==> config.mk <==
export PLATFORM = sky130hd
export DESIGN_NAME = swm_cell
export DESIGN_NICKNAME = d
export VERILOG_FILES = /design/src/hw/rtl/swm_pkg.sv /design/src/hw/rtl/swm_cell.sv
export SDC_FILE = /design/constraint.sdc
export NUM_CORES = 1
export LEC_CHECK = 0
export BUFFER_PORTS_ARGS = -buffer_cell sky130_fd_sc_hd__buf_2
export CAP_MARGIN = 20
export CORE_MARGIN = 4
export CORE_UTILIZATION = 44
export DETAILED_ROUTE_END_ITERATION = 10
export MAX_ROUTING_LAYER = met4
export PLACE_DENSITY = 0.83
export SLEW_MARGIN = 0
export SYNTH_ARGS = -nofsm -noshare
export SYNTH_HDL_FRONTEND = slang
export SYNTH_SLANG_ARGS = --single-unit
export TNS_END_PERCENT = 1
==> constraint.sdc <==
create_clock -name clk -period 3.5 [get_ports clk]
set_input_delay 0.175 -clock clk [delete_from_list [all_inputs] [get_ports clk]]
set_output_delay 0.175 -clock clk [all_outputs]
set_load 0.05 [all_outputs]
==> src/hw/rtl/swm_pkg.sv <==
// Shared constants and types for the sliding window maximum block.
package swm_pkg;

  localparam int CFG_W           = 7;
  localparam int WINDOW_SIZE_RST = 3;
  localparam int WINDOW_MAX_DEF  = 64;
  localparam int SAMPLE_BITS_DEF = 32;

  typedef struct packed {
    logic step;
    logic shift;
    logic clear;
  } swm_ctl_t;

endpackage

==> src/hw/rtl/swm_cell.sv <==
// One candidate cell of the monotonic queue chain: value, position and valid bit.
module swm_cell #(
  parameter int SAMPLE_BITS = swm_pkg::SAMPLE_BITS_DEF,
  parameter int POS_W       = 7
) (
  input  logic                          clk,
  input  logic                          rst_n,
  input  swm_pkg::swm_ctl_t             ctl,
  input  logic signed [SAMPLE_BITS-1:0] sample,
  input  logic        [POS_W-1:0]       cur_pos,
  input  logic                          up_vld,
  input  logic signed [SAMPLE_BITS-1:0] up_val,
  input  logic        [POS_W-1:0]       up_pos,
  input  logic                          up_keep,
  input  logic                          front_keep,
  output logic                          vld,
  output logic signed [SAMPLE_BITS-1:0] val,
  output logic        [POS_W-1:0]       pos,
  output logic                          keep
);
  import swm_pkg::*;

  logic                          vld_r, vld_nxt;
  logic signed [SAMPLE_BITS-1:0] val_r, val_nxt;
  logic        [POS_W-1:0]       pos_r, pos_nxt;
  logic                          src_vld, src_keep;
  logic signed [SAMPLE_BITS-1:0] src_val;
  logic        [POS_W-1:0]       src_pos;

  assign keep = vld_r && (val_r >= sample);

  always_comb begin
    src_vld  = ctl.shift ? up_vld  : vld_r;
    src_val  = ctl.shift ? up_val  : val_r;
    src_pos  = ctl.shift ? up_pos  : pos_r;
    src_keep = ctl.shift ? up_keep : keep;
    vld_nxt  = vld_r;
    val_nxt  = val_r;
    pos_nxt  = pos_r;
    if (ctl.step) begin
      if (src_keep) begin
        vld_nxt = 1'b1;
        val_nxt = src_val;
        pos_nxt = src_pos;
      end else if (front_keep) begin
        vld_nxt = 1'b1;
        val_nxt = sample;
        pos_nxt = cur_pos;
      end else begin
        vld_nxt = 1'b0;
      end
    end else if (ctl.shift) begin
      vld_nxt = src_vld;
      val_nxt = src_val;
      pos_nxt = src_pos;
    end
    if (ctl.clear) begin
      vld_nxt = 1'b0;
    end
  end

  always_ff @(posedge clk) begin
    if (!rst_n) begin
      vld_r <= 1'b0;
    end else begin
      vld_r <= vld_nxt;
    end
    val_r <= val_nxt;
    pos_r <= pos_nxt;
  end

  assign vld = vld_r;
  assign val = val_r;
  assign pos = pos_r;

endmodule

==> results.yml, run 1 <==
cts:
  htree_levels: 2
  worstSkewPairLatency_ps: 290
  hold_buffers: 0
  cts_setup_buffers: 0
  cts_tree: "built"
  clock-sinks: 40
  cts_resized: 0
  cts.path.max_buffers: 2
  cts_buffers: 5
  root_buffer: "clkbuf_8"
  clk_pin_slew_ps: 80
sta:
  worst_slack_ps: 289
  hold_viol_final: 0
  layout_worst_path_cycle_share_pct: 91.7
  slew_headroom_pct: 56.8
  tightest_slew_ps: 649
  setup_tns_ps: 0
  setup_viol: 0
  period_minus_slack_ps: 3210
  rsz0062_at_grt: "no"
  final.setup_skew_ps: 9.56
  fmax_ghz: 0.311
  hold_slack_ps: 155
  final-max-slew-violation-count: 0
critical_path:
  worstSetupPathType: "reg -> reg"
  path_buf_inv: 1
  cp_cell_sequence: "ha_1 > nand4_1 > nor4_2 > nor3b_2 > a2111oi_2 > a221oi_4 > buf_8 > mux2_2"
  arrival_ps: 3260
  crit_family: "simple AND/OR/NAND/NOR gates"
  cp.depth: 8
  cpPeakStageDelay_ps: 470
  cp_slowest_cell: "nor4_2"
  r2r_cells: 8
  worstSetupStartpointType: "flip-flop"
  cp_max_fo: 40
  cp.required_ps: 3540
  endpoint_kind: "flip-flop"
floorplanning:
  fp.dieW_um: 90.1
  rows: 29
  core_area_um2: 6460
  ios: 127
  die_area_um2: 8130
  start_util_pct: 46.0
  die_h_um: 90.1
drt:
  antenna_left: 0
  drt-total-wl_um: 6870
  first_pass_iters: 4
  vias: 2370
  viasPerCell: 5.14
  drt_iter0_drc: 56
  drc: 0
  wl_per_cell_um: 14.9
grt:
  grt_start_max_net_pins: 43
  grt_pass1_wl_um: 11700
  antenna_found_initial: 0
  gr-usage-all-layers_pct: 17.7
  grt_pass1_vias: 2542
  grt_overflow_total: 0
flow_run:
  maxCapViolCount: 0
cells_and_area:
  n_antenna_cell: 0
  final_common_cell: "buf_2"
  regArea_um2: 1190
  synthToLayoutAreaGrowth_pct: 27.4
  finalNetCount: 501
  final_layout_size_suffix_gt1_share_pct: 38.5
  fill_cells: 560
  multi_input_area_um2: 1610
  final_cell_mix: "126 x buf_2, 62 x mux2i_1, 39 x edfxtp_1"
  final_area_um2: 3780
place:
  dp_hpwl_um: 5400
  place_congestion: 0.789
  post-place-ws_ps: 160
  place_area_um2: 3660
  io_buffers: 126
worst_hold_path:
  hp-class: "in -> reg"
  min_path_cells: 3
synthesis:
  yosysWarnings: 0
  synth_compound_area_share_pct: 7.37
  synth_seq_cells: 40
  ys_seq_area_share_pct: 40.1
  synth.avg_cell_area_um2: 11.6
  synth_mux_area_share_pct: 26.6
  synthDistinctLibCells: 32
  synth_adder_area_share_pct: 13.5
  synthSimpleGateAreaFrac_pct: 6.07
  synth_area_um2: 2970
  synth_fp_nets: 375
  synth_xor_area_share_pct: 0.295
  syn_inst: 257
  synth_top_family_by_area: "multiplexers"
power:
  p_switching_uw: 783
  switching_share_pct: 40.8
  power.leakage_uw: 0.00194
  p_seq_share_pct: 36.9
  ir_worst_vdd_mv: 0.291
  p_per_area_nw_per_um2: 507
  clock_power_share_pct: 19.2
  internal-power_uw: 1140
  pwr-share-comb_pct: 43.9
outcome:
  outcome: "finished, final reports clean"
-- sequential cells by signal (all words and copies together) (netlist names) --
| signal | flops |
|---|---|
| pos | 7 |
| vld | 1 |
| val | 32 |
-- metal layers --
| layer | part of all wire [%] | GRT usage, % | up-vias |
|---|---|---|---|
| li1 | - | - | 1201 |
| met5 | 0 | - | - |
| met1 | 45 | 21.3 | 1068 |
| met4 | 1.7 | 5.61 | 0 |
| met3 | 6.7 | 4.26 | 11 |
| met2 | 47 | 29.4 | 90 |
-- power groups by stage --
| stage | logic [uW] | registers, uW | clock network, uW |
|---|---|---|---|
| 6_report | 842 | 708 | 369 |
| 5_1_grt | 916 | 719 | 399 |
| 4_1_cts | 846 | 709 | 383 |
| 3_5_place_dp | 844 | 719 | 0 |
| 3_3_place_gp | 827 | 712 | 0 |
| 2_1_floorplan | 353 | 996 | 0 |
-- cell usage after synthesis, drive strengths merged --
cell type | number | area (um2)
nor4 | 2 | 18.8
edfxtp | 39 | 1170
xnor2 | 1 | 8.76
mux2i | 62 | 621
clkbuf | 4 | 15.0
o21ai | 5 | 25.0
a2111oi | 1 | 15.0
nand2 | 13 | 48.8
nor2b | 3 | 18.8
a21oi | 15 | 75.1
inv | 34 | 128
o221a | 1 | 11.3
o22a | 1 | 8.76
buf | 5 | 37.5
a221oi | 2 | 35.0
nor3b | 1 | 12.5
dfxtp | 1 | 20.0
nand4 | 8 | 50.1
ha | 32 | 400
mux2 | 15 | 169
a21boi | 2 | 15.0
nor3 | 1 | 5.00
a211oi | 1 | 7.51
a2111o | 1 | 11.3
nand2b | 1 | 6.26
nand3 | 4 | 20.0
o211ai | 2 | 15.0
-- area by class of cell --
class / instances / area share [%]
well taps: 77 / 2.55
repair buffers: 128 / 17.3
clock inverters: 2 / 0.926
clock buffers: 6 / 1.92
multi-input cells: 174 / 42.5
flip-flops and latches: 40 / 31.5
inverters: 34 / 3.37
-- worst register-to-register path, cell delays in order, from the launching register on --
cell and delay [ps]:
edfxtp_1 430, ha_1 400, nand4_1 190, nor4_2 470
nor3b_2 310, a2111oi_2 100, a221oi_4 280, buf_8 390
mux2_2 390
-- stage by stage --
step / cells / power [uW] / util [%]
2_1_floorplan: 257 / 1350 / -
3_3_place_gp: 453 / 1540 / 56.7
5_1_grt: 461 / 2030 / 58.6
4_1_cts: 461 / 1940 / 58.3
6_report: 461 / 1920 / 58.6
3_5_place_dp: 453 / 1560 / 56.7
-- path summary, 6_finish.rpt --
path	startpoint	end	slack, ps
worst min-delay path	ctl[0]	vld$_SDFFE_PP0P_	160
worst min register to register	val[25]$_DFFE_PP_	val[25]$_DFFE_PP_	690
worst max register to register	val[31]$_DFFE_PP_	pos[6]$_DFFE_PP_	290
worst max-delay path	val[31]$_DFFE_PP_	pos[6]$_DFFE_PP_	290
-- cell families after synthesis --
logic type / after synthesis
flip-flops: 40
AND/OR/NAND/NOR: 33
adder cells (fa/ha/maj): 32
buffers and inverters: 43
AO/OA/AOI/OAI: 31
XOR/XNOR: 1
multiplexers: 77
Note: power is estimated with default switching activity, not from simulation.
==> run 2, diff against run 1 <==
- ABC_AREA: unset -> 1
- CAP_MARGIN: 20 -> 25
- CORE_UTILIZATION: 44 -> 54
- PLACE_DENSITY: 0.83 -> 0.92
- clock period: 3.5 -> 4.07 ns (I/O delays scaled with it)
==> run 2 against run 1 <==
Setup slack better by 730 ps. Area after synthesis up 11%. Synthesized cell count up 46%. Global-route usage up 5.0 points. Flip-flop and latch count unchanged. Sequential share of layout area down 2.4 points. Critical path type unchanged. Largest cell class unchanged. Largest power group unchanged.
==> results.yml, run 2 <==
outcome:
  outcome: "finished, final reports clean"
critical_path:
  cp_max_fo: 23
  endpoint_kind: "flip-flop"
  arrival_ps: 3050
  r2r-start: "val[31]$_DFFE_PP_"
  r2r_cells: 14
  r2r-end: "val[10]$_DFFE_PP_"
  cp.required_ps: 4070
  worstSetupStartpointType: "flip-flop"
  worstSetupPathType: "reg -> reg"
  r2r_slack_ps: 1020
synthesis:
  synth-edff-count: 39
  ys_seq_area_share_pct: 36.1
  synth_seq_cells: 40
  synth_common_cells: "116 x nand2_1, 48 x nor2_1, 46 x inv_1"
  async_reset_ff_share_pct: 0
  yosysMostFrequentCell: "nand2_1"
  syn_inst: 374
  yosys.area.top_type: "edfxtp_1"
  synth_top_area_share_pct: 35.5
  synth_area_um2: 3300
  synth.avg_cell_area_um2: 8.82
  synth_fp_nets: 492
  synthDistinctLibCells: 27
  synthFlopType: "edfxtp_1"
  yosys-top-cells-area: "edfxtp_1 36%, nand2_1 13%, a31oi_4 13%"
  yosysWarnings: 0
cts:
  cts_tree: "built"
  cts.path.max_buffers: 2
  hold_buffers: 0
  worstSkewPairLatency_ps: 290
  cts_resized: 0
  clk_pin_slew_ps: 80
  root_buffer: "clkbuf_8"
  clock-sinks: 40
  htree_levels: 2
  cts_setup_buffers: 0
  cts_buffers: 5
drt:
  first_pass_iters: 4
  wl_per_cell_um: 14.1
  drt-total-wl_um: 8020
  antenna_left: 0
  vias: 2998
  drc: 0
  drt_iter0_drc: 136
  viasPerCell: 5.27
floorplanning:
  start_util_pct: 55.7
  rows: 28
  die_area_um2: 7420
  ios: 127
  fp.dieW_um: 86.1
  core_area_um2: 5920
  die_h_um: 86.1
sta:
  final.setup_skew_ps: 7.45
  setup_tns_ps: 0
  setup_viol: 0
  tightest_slew_ps: 793
  hold_viol_final: 0
  period_minus_slack_ps: 3050
  final-max-slew-violation-count: 0
  fmax_ghz: 0.328
  layout_worst_path_cycle_share_pct: 74.9
  rsz0062_at_grt: "no"
  slew_headroom_pct: 47.1
cells_and_area:
  final_cell_mix: "126 x buf_2, 116 x nand2_1, 48 x nor2_1"
  finalNetCount: 611
  final_common_cell: "buf_2"
  final_layout_size_suffix_gt1_share_pct: 33.4
  synthToLayoutAreaGrowth_pct: 24.3
  final_util_pct: 69.2
  largest_register_ffs: 32
  n_antenna_cell: 0
  fill_cells: 475
flow_run:
  maxCapViolCount: 0
power:
  p_switching_uw: 571
  ir_worst_vdd_mv: 0.261
  internal-power_uw: 1010
  p_per_area_nw_per_um2: 385
  power_uw: 1580
  switching_share_pct: 36.2
  p_seq_share_pct: 35.4
  pwr-share-comb_pct: 35.7
  power.leakage_uw: 0.00202
  clock_power_share_pct: 28.9
grt:
  grt_pass1_vias: 3097
  gr-usage-all-layers_pct: 22.7
  grt_start_max_net_pins: 79
  antenna_found_initial: 0
  grt_pass1_wl_um: 13300
  grt_overflow_total: 0
place:
  dp_hpwl_um: 6120
  io_buffers: 126
  place_congestion: 0.778
worst_hold_path:
  min_path_cells: 4
  min_to: "vld$_SDFFE_PP0P_"
  hp-class: "in -> reg"
  hp-start: "ctl[0]"
run 2: cell type report:
type	instances	area, um2	share of cell area, %
clock buffers	5	68.8	1.68
clock inverters	3	90.1	2.20
inverters	46	173	4.21
multi-input cells	271	1800	43.8
flip-flops and latches	40	1190	29.1
well taps	75	93.8	2.29
repair buffers	129	686	16.7
run 2: worst max-delay path by stage:
| stage | startpoint | to | slack (ps) | depth (start not counted) |
|---|---|---|---|---|
| after detailed placement | val[31]$_DFFE_PP_ | val[31]$_DFFE_PP_ | 950 | 12 |
| after global routing | val[31]$_DFFE_PP_ | val[11]$_DFFE_PP_ | 750 | 14 |
| after global placement | val[31]$_DFFE_PP_ | val[13]$_DFFE_PP_ | 1080 | 13 |
| final | val[31]$_DFFE_PP_ | val[10]$_DFFE_PP_ | 1020 | 14 |
| after CTS | val[31]$_DFFE_PP_ | val[17]$_DFFE_PP_ | 930 | 13 |
| after floorplan | val[31]$_DFFE_PP_ | pos[0]$_DFFE_PP_ | 920 | 13 |
run 2: worst max-delay path, stage by stage (launching register included):
cell,delay (ps)
edfxtp_1,460
ha_1,390
nand2_1,100
nor2_2,150
nand2_2,90
nor4_4,160
nand2_1,120
nand2_1,70
nand2_1,50
nand3_2,80
nand3_2,90
nand3_1,110
nand2_1,60
inv_1,540
buf_12,270
run 2: logic make-up (layout without fill, tap and decap cells):
| family | Yosys count | count (layout) | synth area share, % |
|---|---|---|---|
| fa+ha+maj | 32 | 32 | 12.1 |
| simple gates | 177 | 177 | 22.0 |
| flops | 40 | 40 | 36.1 |
| buf+inv | 63 | 183 | 9.37 |
| compound gates | 62 | 62 | 20.4 |
run 2: metrics by stage:
| stage | setup slack (ps) | cell area [um2] | cells | hold WS [ps] |
|---|---|---|---|---|
| floorplan | 922 | 3300 | 374 | 326 |
| global placement | 1080 | 3910 | 560 | 474 |
| detailed placement | 950 | 3910 | 560 | 481 |
| finish | 1020 | 4100 | 569 | 163 |
| CTS | 930 | 4070 | 568 | 165 |
| global route | 746 | 4100 | 569 | 172 |
run 2: layer usage:
metal  up-vias  track usage [%]  share of wire [%]
met2       115             41.2                 51
met5         -                -                  0
li1       1489                -                  -
met3        10             3.94                6.9
met4         0             5.32                1.4
met1      1384             25.9                 41
run 2: power by group through the flow:
stage / sequential, uW / clock [uW] / combinational, uW
3_5_place_dp: 566 / 0 / 562
3_3_place_gp: 562 / 0 / 543
2_1_floorplan: 725 / 0 / 263
6_report: 558 / 456 / 564
5_1_grt: 565 / 478 / 616
4_1_cts: 557 / 460 / 563
==> run 3, diff against run 2 <==
- ABC_AREA: 1 -> 0
- CORE_UTILIZATION: 54 -> 49
- PLACE_DENSITY: 0.92 -> 0.87
- clock period: 4.07 -> 3 ns (I/O delays scaled with it)
==> run 3 against run 2 <==
Power rose by 46%. Sequential power rose by 49%. Fmax rose by 3.3%. Via count fell by 15%. Clock skew rose by 0.59 ps. Combinational power rose by 99%. Clock power fell by 23%. Critical endpoint is now pos[5]$_DFFE_PP_.
==> results.yml, run 3 (same netlist as run 1, synthesis figures left out) <==
cells_and_area:
  final_area_um2: 4010
  n_antenna_cell: 0
  largest_register_ffs: 32
  final_cell_mix: "125 x buf_2, 61 x mux2i_1, 39 x edfxtp_1"
  synthToLayoutAreaGrowth_pct: 35.2
  final_common_cell: "buf_2"
  final_util_pct: 68.2
  finalNetCount: 515
  final_layout_size_suffix_gt1_share_pct: 42.5
power:
  pwr-share-comb_pct: 48.7
  power_uw: 2300
  p_seq_share_pct: 36.1
  internal-power_uw: 1330
  p_per_area_nw_per_um2: 573
  ir_worst_vdd_mv: 0.337
  switching_share_pct: 42.3
  clock_power_share_pct: 15.2
  power.leakage_uw: 0.00205
  p_switching_uw: 974
drt:
  wl_per_cell_um: 17.0
  drc: 0
  first_pass_iters: 4
  antenna_left: 0
  drt-total-wl_um: 8030
  drt_iter0_drc: 158
  vias: 2547
  viasPerCell: 5.38
worst_hold_path:
  min_path_cells: 2
  hp-class: "in -> reg"
  hp-start: "cur_pos[2]"
  min_to: "pos[2]$_DFFE_PP_"
floorplanning:
  die_area_um2: 7370
  rows: 28
  die_h_um: 85.8
  fp.dieW_um: 85.8
  ios: 127
  core_area_um2: 5890
  start_util_pct: 50.4
sta:
  hold_viol_final: 0
  period_minus_slack_ps: 2950
  rsz0062_at_grt: "yes"
  worst_slack_ps: 49.2
  final.setup_skew_ps: 8.03
  tightest_slew_ps: 677
  setup_viol: 0
  fmax_ghz: 0.339
  final-max-slew-violation-count: 0
  slew_headroom_pct: 54.9
  layout_worst_path_cycle_share_pct: 98.4
critical_path:
  r2r_cells: 8
  worstSetupPathType: "reg -> reg"
  cp_max_fo: 7
  r2r-start: "val[29]$_DFFE_PP_"
  r2r_slack_ps: 50
  worstSetupStartpointType: "flip-flop"
  arrival_ps: 3000
  cp.required_ps: 3050
  r2r-end: "pos[5]$_DFFE_PP_"
  endpoint_kind: "flip-flop"
cts:
  hold_buffers: 0
  cts_tree: "built"
  cts_buffers: 5
  cts.path.max_buffers: 2
  clock-sinks: 40
  worstSkewPairLatency_ps: 290
  clk_pin_slew_ps: 80
  root_buffer: "clkbuf_8"
  htree_levels: 2
grt:
  grt_overflow_total: 0
  gr-usage-all-layers_pct: 20.8
  grt_pass1_wl_um: 11800
  grt_pass1_vias: 2607
  grt_start_max_net_pins: 43
  antenna_found_initial: 0
flow_run:
  maxCapViolCount: 0
place:
  place_congestion: 0.783
  place_area_um2: 3770
  dp_hpwl_um: 5820
  io_buffers: 126
  post-place-ws_ps: 94.3
outcome:
  outcome: "finished, final reports clean"
[run 3: cell types whose count changed in the layout (fill, tap and decap cells not counted), sizes merged, moves of 3 or more]
| cell | change |
|---|---|
| a31oi | -39 |
| buf | +11 |
| bufinv | -3 |
| clkbuf | +4 |
| inv | -12 |
| mux2 | +15 |
| mux2i | +62 |
| nand2 | -105 |
| nand4 | +6 |
| nor2 | -49 |
| nor2b | +3 |
[run 3: worst max-delay path, cell delays in order, from the launching register on]
cell       delay [ps]
edfxtp_1          480
ha_4              320
nand4_1           180
nor4_4            460
nor3b_4           310
a2111oi_4          80
a221oi_4          340
buf_6             200
mux2_1            330
[run 3: power groups by stage]
stage / clock, uW / sequential, uW / combinational [uW]
after floorplan: 0 / 1160 / 425
after global placement: 0 / 830 / 1000
after detailed placement: 0 / 840 / 1030
after CTS: 360 / 829 / 1030
after global routing: 388 / 846 / 1200
final: 350 / 831 / 1120
[run 3: how the worst max path moves through the flow]
stage	from	endpoint	slack [ps]	depth (start not counted)
after global placement	val[7]$_DFFE_PP_	pos[1]$_DFFE_PP_	170	9
after detailed placement	val[26]$_DFFE_PP_	pos[1]$_DFFE_PP_	90	8
after global routing	val[29]$_DFFE_PP_	val[11]$_DFFE_PP_	-130	9
final	val[29]$_DFFE_PP_	pos[5]$_DFFE_PP_	50	8
after floorplan	val[25]$_DFFE_PP_	pos[0]$_DFFE_PP_	-110	8
after CTS	val[7]$_DFFE_PP_	pos[1]$_DFFE_PP_	80	9
[run 3: layer usage]
| metal | routed length, um | track usage (%) | up-vias |
|---|---|---|---|
| li1 | - | - | 1237 |
| met1 | 3350 | 26.4 | 1197 |
| met2 | 4060 | 33.7 | 97 |
| met3 | 496 | 3.55 | 16 |
| met4 | 127 | 6.76 | 0 |
| met5 | 0 | - | - |
[run 3: cell type report]
cell class	count	area, um2
flip-flops and latches	40	1190
inverters	34	128
clock buffers	7	76.3
repair buffers	142	816
fillers	467	1870
well taps	75	93.8
clock inverters	1	5.00
multi-input cells	174	1700
[run 3: metrics by stage]
step           hold slack (ps)  setup TNS [ps]  instances
2_1_floorplan              321           -4100        257
3_3_place_gp               430               0        455
3_5_place_dp               437               0        455
4_1_cts                    125               0        463
5_1_grt                    118           -1820        473
6_report                   132               0        473
[run 3: repair_timing]
action / 4_1_cts / 5_1_grt
gates resized for setup: 0 / 11
endpoints found under the setup margin: 0 / 56
buffers inserted: 0 / 9
